**src/rtl/core/clcd_pkg.sv**
```systemverilog
package clcd_pkg;

    // Request opcodes
    typedef enum logic [2:0] {
        OP_COMMAND = 3'd0,
        OP_DATA    = 3'd1,
        OP_CURSOR  = 3'd2,
        OP_INIT    = 3'd3,
        OP_CLEAR   = 3'd4,
        OP_HOME    = 3'd5
    } t_opcode;

    // Configuration register indexes
    localparam int CFG_IDX_W = 2;
    localparam logic [CFG_IDX_W-1:0] CFG_ENABLE_HIGH = 2'd0;
    localparam logic [CFG_IDX_W-1:0] CFG_ENABLE_LOW  = 2'd1;

    localparam logic [15:0] ENABLE_HIGH_RESET = 16'd40;
    localparam logic [15:0] ENABLE_LOW_RESET  = 16'd100;

    // Controller commands
    localparam logic [7:0] CMD_FUNCTION_SET = 8'h28;
    localparam logic [7:0] CMD_DISPLAY_ON   = 8'h0E;
    localparam logic [7:0] CMD_CLEAR        = 8'h01;
    localparam logic [7:0] CMD_HOME         = 8'h02;
    localparam logic [7:0] CMD_ENTRY_INC    = 8'h06;
    localparam logic [7:0] ROW1_BASE        = 8'h80;
    localparam logic [7:0] ROW2_BASE        = 8'hC0;

    localparam logic [1:0] ROW_FIRST  = 2'd1;
    localparam logic [1:0] ROW_SECOND = 2'd2;

    localparam logic [3:0] NIB_WAKE     = 4'h3;
    localparam logic [3:0] NIB_FOUR_BIT = 4'h2;

    // Delays in units
    localparam logic [15:0] POWER_UP_WAIT = 16'd40000;
    localparam logic [12:0] WAKE1_WAIT    = 13'd5000;
    localparam logic [12:0] WAKE2_WAIT    = 13'd150;
    localparam logic [12:0] CLEAR_WAIT    = 13'd2000;

    localparam int STEP_W = 4;

    typedef struct packed {
        logic [2:0] opcode;
        logic [7:0] byte_value;
        logic [1:0] row;
        logic [4:0] column;
    } t_req;

    typedef struct packed {
        logic        reg_select;
        logic [3:0]  nibble;
        logic [15:0] wait_before;
        logic [12:0] wait_after;
        logic        last;
    } t_xfer;

    // Classified request as queued between front and back
    typedef struct packed {
        logic       is_init;
        logic       reg_select;
        logic [7:0] byte_val;
        logic       long_wait;
    } t_job;

    function automatic t_xfer init_xfer(input logic [STEP_W-1:0] step);
        t_xfer x;
        x = '{reg_select: 1'b0, nibble: 4'h0, wait_before: 16'd0,
              wait_after: 13'd0, last: 1'b0};
        unique case (step)
            4'd0: begin
                x.nibble      = NIB_WAKE;
                x.wait_before = POWER_UP_WAIT;
                x.wait_after  = WAKE1_WAIT;
            end
            4'd1: begin
                x.nibble     = NIB_WAKE;
                x.wait_after = WAKE2_WAIT;
            end
            4'd2:  x.nibble = NIB_WAKE;
            4'd3:  x.nibble = NIB_FOUR_BIT;
            4'd4:  x.nibble = CMD_FUNCTION_SET[7:4];
            4'd5:  x.nibble = CMD_FUNCTION_SET[3:0];
            4'd6:  x.nibble = CMD_DISPLAY_ON[7:4];
            4'd7:  x.nibble = CMD_DISPLAY_ON[3:0];
            4'd8:  x.nibble = CMD_CLEAR[7:4];
            4'd9: begin
                x.nibble     = CMD_CLEAR[3:0];
                x.wait_after = CLEAR_WAIT;
            end
            4'd10: x.nibble = CMD_ENTRY_INC[7:4];
            default: begin
                x.nibble = CMD_ENTRY_INC[3:0];
                x.last   = 1'b1;
            end
        endcase
        return x;
    endfunction

endpackage

```
**src/rtl/core/clcd_front.sv**
```systemverilog
module clcd_front (
    input  logic           i_req_valid,
    output logic           o_req_ready,
    input  clcd_pkg::t_req i_req,
    input  logic           i_full,
    output logic           o_push,
    output clcd_pkg::t_job o_job
);
    import clcd_pkg::*;

    logic       keep;
    logic [7:0] pos;

    assign pos = {3'b000, i_req.column} + 8'hFF;

    always_comb begin
        keep  = 1'b1;
        o_job = '{is_init: 1'b0, reg_select: 1'b0, byte_val: i_req.byte_value,
                  long_wait: 1'b0};
        unique case (i_req.opcode)
            OP_COMMAND: ;
            OP_DATA:    o_job.reg_select = 1'b1;
            OP_CURSOR: begin
                if (i_req.row == ROW_FIRST) begin
                    o_job.byte_val = pos | ROW1_BASE;
                end else if (i_req.row == ROW_SECOND) begin
                    o_job.byte_val = pos | ROW2_BASE;
                end else begin
                    keep = 1'b0;
                end
            end
            OP_INIT:    o_job.is_init = 1'b1;
            OP_CLEAR: begin
                o_job.byte_val  = CMD_CLEAR;
                o_job.long_wait = 1'b1;
            end
            OP_HOME: begin
                o_job.byte_val  = CMD_HOME;
                o_job.long_wait = 1'b1;
            end
            default:    keep = 1'b0;
        endcase
    end

    // drop requests that make no transfers
    assign o_req_ready = !i_full;
    assign o_push      = i_req_valid && !i_full && keep;

endmodule

```
**src/rtl/core/clcd_fifo.sv**
```systemverilog
module clcd_fifo #(
    parameter int DEPTH = 4
) (
    input  logic           i_clk,
    input  logic           i_rst_n,
    input  logic           i_push,
    input  clcd_pkg::t_job i_data,
    output logic           o_full,
    input  logic           i_pop,
    output logic           o_valid,
    output clcd_pkg::t_job o_head
);
    import clcd_pkg::*;

    localparam int PTR_W = (DEPTH > 1) ? $clog2(DEPTH) : 1;
    localparam int CNT_W = $clog2(DEPTH + 1);

    t_job             r_mem [DEPTH];
    logic [PTR_W-1:0] r_wr_ptr, r_rd_ptr;
    logic [CNT_W-1:0] r_count;

    assign o_full  = (r_count == CNT_W'(DEPTH));
    assign o_valid = (r_count != '0);
    assign o_head  = r_mem[r_rd_ptr];

    always_ff @(posedge i_clk) begin
        if (i_push) begin
            r_mem[r_wr_ptr] <= i_data;
        end
    end

    always_ff @(posedge i_clk) begin
        if (!i_rst_n) begin
            r_wr_ptr <= '0;
            r_rd_ptr <= '0;
            r_count  <= '0;
        end else begin
            if (i_push) begin
                r_wr_ptr <= (r_wr_ptr == PTR_W'(DEPTH - 1)) ? '0 : r_wr_ptr + 1'b1;
            end
            if (i_pop) begin
                r_rd_ptr <= (r_rd_ptr == PTR_W'(DEPTH - 1)) ? '0 : r_rd_ptr + 1'b1;
            end
            if (i_push && !i_pop) begin
                r_count <= r_count + 1'b1;
            end else if (!i_push && i_pop) begin
                r_count <= r_count - 1'b1;
            end
        end
    end

endmodule

```
**src/rtl/core/clcd_back.sv**
```systemverilog
module clcd_back (
    input  logic            i_clk,
    input  logic            i_rst_n,
    input  logic            i_head_valid,
    input  clcd_pkg::t_job  i_head,
    output logic            o_pop,
    output logic            o_out_valid,
    input  logic            i_out_ready,
    output clcd_pkg::t_xfer o_out
);
    import clcd_pkg::*;

    logic [STEP_W-1:0] r_step;
    logic              r_out_valid;
    t_xfer             r_out;
    t_xfer             xfer;
    logic              load, fire;

    always_comb begin
        if (i_head.is_init) begin
            xfer = init_xfer(r_step);
        end else begin
            xfer.reg_select  = i_head.reg_select;
            xfer.nibble      = r_step[0] ? i_head.byte_val[3:0] : i_head.byte_val[7:4];
            xfer.wait_before = 16'd0;
            xfer.wait_after  = (r_step[0] && i_head.long_wait) ? CLEAR_WAIT : 13'd0;
            xfer.last        = r_step[0];
        end
    end

    // output register takes a new beat when empty or being drained
    assign load  = !r_out_valid || i_out_ready;
    assign fire  = load && i_head_valid;
    assign o_pop = fire && xfer.last;

    always_ff @(posedge i_clk) begin
        if (fire) begin
            r_out <= xfer;
        end
    end

    always_ff @(posedge i_clk) begin
        if (!i_rst_n) begin
            r_step      <= '0;
            r_out_valid <= 1'b0;
        end else begin
            if (fire) begin
                r_out_valid <= 1'b1;
                r_step      <= xfer.last ? '0 : r_step + 1'b1;
            end else if (i_out_ready) begin
                r_out_valid <= 1'b0;
            end
        end
    end

    assign o_out_valid = r_out_valid;
    assign o_out       = r_out;

endmodule

```
**src/rtl/core/char_lcd_nibble_sequencer.sv**
```systemverilog
// Channel | Direction | Handshake                  | Beat payload
// in      | input     | i_in_valid / o_in_ready    | i_in  (t_req: opcode, byte, row, column)
// out     | output    | o_out_valid / i_out_ready  | o_out (t_xfer: RS, nibble, waits, last)
// cfg     | input     | i_cfg_valid / o_cfg_ready  | i_cfg_index, i_cfg_data
//
// Beats: a byte request (command, data, cursor, clear, home) yields two beats, high
// nibble first; init yields twelve. The back end emits one nibble per cycle while a job
// is queued and the output is not stalled, stepping through each job with its counter.
// Latency: the first beat passes the queue write, then the output register load.
// Dropped requests (unknown opcode, bad row) are accepted but queue nothing.
// Reset: synchronous active-low i_rst_n empties the queue and output register and
// loads the enable timing registers with 40 and 100 units.
// Stalls: the front keeps accepting while the queue has room, even with output stalled.

module char_lcd_nibble_sequencer #(
    parameter int QUEUE_DEPTH = 4
) (
    input  logic                            i_clk,
    input  logic                            i_rst_n,
    input  logic                            i_in_valid,
    output logic                            o_in_ready,
    input  clcd_pkg::t_req                  i_in,
    output logic                            o_out_valid,
    input  logic                            i_out_ready,
    output clcd_pkg::t_xfer                 o_out,
    input  logic                            i_cfg_valid,
    output logic                            o_cfg_ready,
    input  logic [clcd_pkg::CFG_IDX_W-1:0]  i_cfg_index,
    input  logic [15:0]                     i_cfg_data
);
    import clcd_pkg::*;

    logic  push, pop, full, head_valid;
    t_job  push_job, head_job;

    // Strobe timing for the pin driver; it never shapes the beats here.
    logic [15:0] r_enable_high_units;
    logic [15:0] r_enable_low_units;

    // Config writes are always taken; unknown indexes are dropped.
    assign o_cfg_ready = 1'b1;

    always_ff @(posedge i_clk) begin
        if (!i_rst_n) begin
            r_enable_high_units <= ENABLE_HIGH_RESET;
            r_enable_low_units  <= ENABLE_LOW_RESET;
        end else if (i_cfg_valid) begin
            case (i_cfg_index)
                CFG_ENABLE_HIGH: r_enable_high_units <= i_cfg_data;
                CFG_ENABLE_LOW:  r_enable_low_units  <= i_cfg_data;
                default: ;
            endcase
        end
    end

    // Front: classify each request into a byte job or an init job.
    clcd_front u_front (
        .i_req_valid (i_in_valid),
        .o_req_ready (o_in_ready),
        .i_req       (i_in),
        .i_full      (full),
        .o_push      (push),
        .o_job       (push_job)
    );

    // Queue decouples request intake from nibble emission.
    clcd_fifo #(
        .DEPTH (QUEUE_DEPTH)
    ) u_fifo (
        .i_clk   (i_clk),
        .i_rst_n (i_rst_n),
        .i_push  (push),
        .i_data  (push_job),
        .o_full  (full),
        .i_pop   (pop),
        .o_valid (head_valid),
        .o_head  (head_job)
    );

    // Back: walk the head job one nibble per cycle while the output is not stalled; pop on its last beat.
    clcd_back u_back (
        .i_clk        (i_clk),
        .i_rst_n      (i_rst_n),
        .i_head_valid (head_valid),
        .i_head       (head_job),
        .o_pop        (pop),
        .o_out_valid  (o_out_valid),
        .i_out_ready  (i_out_ready),
        .o_out        (o_out)
    );

`ifndef SYNTH
    // Unknown opcodes never reach the queue.
    a_drop_unknown: assert property (@(posedge i_clk) disable iff (!i_rst_n)
        (i_in_valid && (i_in.opcode > OP_HOME)) |-> !push)
        else $error("unknown opcode queued");

    // Only the first init beat carries the power-up wait.
    a_power_wait: assert property (@(posedge i_clk) disable iff (!i_rst_n)
        (o_out_valid && o_out.wait_before != 16'd0) |->
        (o_out.nibble == NIB_WAKE && !o_out.last && o_out.wait_after == WAKE1_WAIT))
        else $error("power-up wait on wrong beat");

    // A pop happens only with a job at the head.
    a_pop_valid: assert property (@(posedge i_clk) disable iff (!i_rst_n)
        pop |-> head_valid)
        else $error("pop from empty queue");

    // Enable high time changes only by a write to its index.
    a_cfg_hold: assert property (@(posedge i_clk) disable iff (!i_rst_n)
        !(i_cfg_valid && i_cfg_index == CFG_ENABLE_HIGH) |=> $stable(r_enable_high_units))
        else $error("enable high time changed without write");

    a_cfg_low_hold: assert property (@(posedge i_clk) disable iff (!i_rst_n)
        !(i_cfg_valid && i_cfg_index == CFG_ENABLE_LOW) |=> $stable(r_enable_low_units))
        else $error("enable low time changed without write");
`endif

endmodule

```
**config.mk**
```make
export PLATFORM = sky130hd
export DESIGN_NAME = char_lcd_nibble_sequencer
export DESIGN_NICKNAME = d
export VERILOG_FILES = /design/src/rtl/core/clcd_pkg.sv /design/src/rtl/core/clcd_front.sv /design/src/rtl/core/clcd_fifo.sv /design/src/rtl/core/clcd_back.sv /design/src/rtl/core/char_lcd_nibble_sequencer.sv
export SDC_FILE = /design/constraint.sdc
export NUM_CORES = 1
export LEC_CHECK = 0
export ABC_AREA = 0
export BUFFER_PORTS_ARGS = -buffer_cell sky130_fd_sc_hd__buf_2
export CAP_MARGIN = 20
export CORE_MARGIN = 2
export CORE_UTILIZATION = 40
export CTS_CLUSTER_SIZE = 14
export DETAILED_ROUTE_END_ITERATION = 10
export PLACE_DENSITY = 0.63
export SLEW_MARGIN = 20
export SYNTH_ARGS = -nofsm -noshare
export SYNTH_HDL_FRONTEND = slang
export SYNTH_HIERARCHICAL = 1
export SYNTH_SLANG_ARGS = --single-unit
export TNS_END_PERCENT = 100
```
**constraint.sdc**
```tcl
create_clock -name i_clk -period 2.8 [get_ports i_clk]
set_input_delay 0.42 -clock i_clk [delete_from_list [all_inputs] [get_ports i_clk]]
set_output_delay 0.42 -clock i_clk [all_outputs]
set_load 0.02 [all_outputs]
```
==> qor.txt <==
Crit-path max cell delay: 0.43 ns
Per-cell routed wire length: 14.2 um
Worst Path Required: 3.07 ns
Post-synth ARST share: 0%
IO Pins: 79
Vias per inst: 5.01
Peak VDD IR: 0.283 mV
Final setup viols: 0
Synthesis Warnings: 6
RSZ-0062 raised after global routing: false
DR vias: 2,163
Final worst-path cycle share: 92.8%
Critical path class: flop to flop
MaxCap Viol Count: 0
Gate Count Post-Synth: 263
Yosys cell types: 60
P_sw: 1230 uW
LEAKAGE: 0.00155 uW
Crit. Startpoint: u_back/r_step[0]$_SDFFE_PN0P_
Drt first-iter violations: 107
PortBufs: 44
Fin Setup TNS: 0 ns
GR Layer Usage met2: 22.2%
Nets: 374
HP Class: primary input to flop
Die footprint: 9590 um2
Status: finished clean
Fin Clk Skew: 0.00321 ns
Layout cells sized above 1: 31.5%
Diodes inserted: 0
Crit path DAT: 2.87 ns
Root Buffer: clkbuf_8
Relative slew slack: 60.5%
Max stage delay cell, worst path: dfxtp_1
Num rows: 34
Num CTS Buffers: 9
DP Cell Count: 416
Overflow after GRT: 0
Clk network pwr share: 22.7%
Clock Sinks: 71
Slew Limit Fails: 0
Final wirelength: 6.13 mm
Worst-margin pin slew: 0.593 ns
CP max FO: 6
Reg clk slew, reported paths: 0.07 ns
#FFs+latches synth: 71
CORE AREA: 8640 um2
Main synth FF type: edfxtp_1
Drt drc: 0
DP Area: 3850 um2
First-pass detailed-route iteration total: 4
Detail Route Antenna Nets: 0
Initial antenna violation count: 0
Vias in the first global route: 2,059
Met3 Usage GRT: 2.58%
Busiest grt layer: met2
Int Power: 2310 uW
Final min period: 2.60 ns
Power Dens Cells: 869 nW/um2
Skew-Pair Late Insertion Delay: 0.34 ns
Initial Utilization: 40.9%
Fmax: 0.385 GHz
Post-synthesis sequential area ratio: 56.4%
Final Non-Filler Cells: 432
Largest net degree at the start of global routing: 15
CP Capture Type: flop
Overall Global Routing Usage: 13.2%
Area growth syn-to-layout: 15.4%
Die span in y: 97.9 um
CP most frequent cell: inv_1
R2r startpoint: u_back/r_step[0]$_SDFFE_PN0P_
Chip Width: 97.9 um
Hold Fails Final Rpt: 0
Hold buffers post-CTS: 0
Synthesized area: 3530 um2
Post-route cell area: 4070 um2
Combinational power share: 35.3%
CTS tree: built
CTS H-tree depth: 3
CTS Buffer Depth: 2
Reg power frac: 42.0%
Crit path launch type: flop
Crit path max-delay family: simple AND/OR/NAND/NOR gates
Switch share: 34.7%
Cells along the critical path: inv_1 > ha_2 > nor3_1 > o221ai_2 > a21boi_2 > inv_1 > ha_1 > inv_1 > fa_1 > xor2_1 > or3_1 > a21boi_1
DP HPWL: 4.35 mm
Post-synth EDFFs: 57
Count of buffer and inverter cells on the critical path: 3
Routability Congestion: 0.767
Postcts setup bufs: 0
HP Start: i_out_ready
GR Util met1: 15.7%
Syn Area/Cell: 13.4 um2
First-pass GRT wire length: 9.88 mm
registers in the layout, indices dropped and copies added (netlist names), named ones only:
| name | count |
|---|---|
| u_back/o_out | 13 |
| u_back/o_out_valid | 1 |
| u_fifo/r_rd_ptr | 2 |
| u_fifo/r_count | 3 |
| u_fifo/r_wr_ptr | 2 |
| u_fifo/r_mem | 44 |
| u_back/r_step | 4 |
layout make-up:
cell class / count / area [um2]
Sequential cell: 71 / 1990
Multi-Input combinational cell: 159 / 1340
Timing Repair Buffer: 62 / 355
Inverter: 16 / 60.1
Fill cell: 799 / 4560
Clock buffer: 9 / 124
Clock inverter: 7 / 71.3
Tap cell: 108 / 135
path summary, 6_finish.rpt:
| check | to | slack (ns) | cells past startpoint |
|---|---|---|---|
| worst max-delay path | u_fifo/r_count[2]$_SDFFE_PN0P_ | 0.20 | 12 |
| worst min-delay path | u_back/o_out_valid$_SDFFE_PN0P_ | 0.42 | 3 |
| worst min register to register | u_fifo/r_count[2]$_SDFFE_PN0P_ | 0.54 | 2 |
| worst max register to register | u_fifo/r_count[2]$_SDFFE_PN0P_ | 0.20 | 12 |
cell families (layout without fill, tap and decap cells):
| logic type | after synthesis | after routing | synth area share, % |
|---|---|---|---|
| buf+inv | 46 | 94 | 7.98 |
| xor+xnor | 5 | 5 | 1.24 |
| fa+ha+maj | 14 | 14 | 5.18 |
| other cells | 2 | 15 | 0.213 |
| simple gates | 69 | 69 | 12.2 |
| compound gates | 38 | 38 | 7.62 |
| flops | 71 | 71 | 56.4 |
| mux | 18 | 18 | 9.11 |
power by group through the flow:
stage | combinational [uW] | sequential, uW | clock, uW
after detailed placement | 1230 | 1510 | 0
after global placement | 1200 | 1510 | 0
after floorplan | 794 | 1640 | 0
after global routing | 1370 | 1510 | 866
final | 1250 | 1490 | 804
after CTS | 1240 | 1490 | 829
per-stage QoR:
| stage | hold WS, ns | total power (uW) | utilization [%] | setup slack [ns] |
|---|---|---|---|---|
| 2_1_floorplan | 0.460 | 2440 | - | 0.0405 |
| 5_1_grt | 0.446 | 3750 | 47.2 | 0.0275 |
| 3_5_place_dp | 0.542 | 2740 | 44.6 | 0.0302 |
| 4_1_cts | 0.409 | 3560 | 46.8 | 0.00330 |
| 6_report | 0.422 | 3540 | 47.2 | 0.202 |
| 3_3_place_gp | 0.488 | 2710 | 44.6 | 0.0827 |
per-layer routing:
layer	routed length [um]	vias up
li1	-	1058
met5	0	-
met4	169	0
met3	274	14
met2	3030	64
met1	2660	1027
Yosys cell counts (4+ instances only):
master / n / area (um2)
nor2b_1: 9 / 56.3
and2_1: 5 / 31.3
edfxtp_1: 57 / 1710
nor2_1: 7 / 26.3
mux2i_1: 7 / 70.1
mux4_2: 10 / 225
xnor2_1: 4 / 35.0
nand2_1: 12 / 45.0
buf_4: 24 / 180
a32oi_1: 4 / 35.0
dfxtp_1: 14 / 280
o21ai_0: 7 / 35.0
inv_1: 15 / 56.3
ha_1: 13 / 163
nor3_1: 4 / 20.0
o21ai_1: 4 / 20.0
worst min-delay path: stages:
cell and delay [ns]:
buf_2 0.08, nand2b_1 0.13, a21boi_0 0.08
cells in the final DEF (no fill, tap or decap), types with 3 or more instances in the layout:
master,n
a21oi_1,3
a32oi_1,4
and2_1,5
and3_1,3
buf_2,44
buf_4,18
clkbuf_8,9
conb_1,15
dfxtp_1,14
edfxtp_1,57
ha_1,11
inv_1,14
mux2i_1,7
mux4_2,10
nand2_1,12
nand2b_1,3
nor2_1,7
nor2b_1,9
nor3_1,4
nor3b_1,3
o211ai_1,3
o21ai_0,7
o21ai_1,4
o31ai_1,3
xnor2_1,4
timing repair:
item | CTS | global route
gates resized for setup | 0 | 7
endpoints found under the setup margin | 0 | 3
endpoints found under the hold margin | 0 | 0
(Power assumes the default switching activity.)
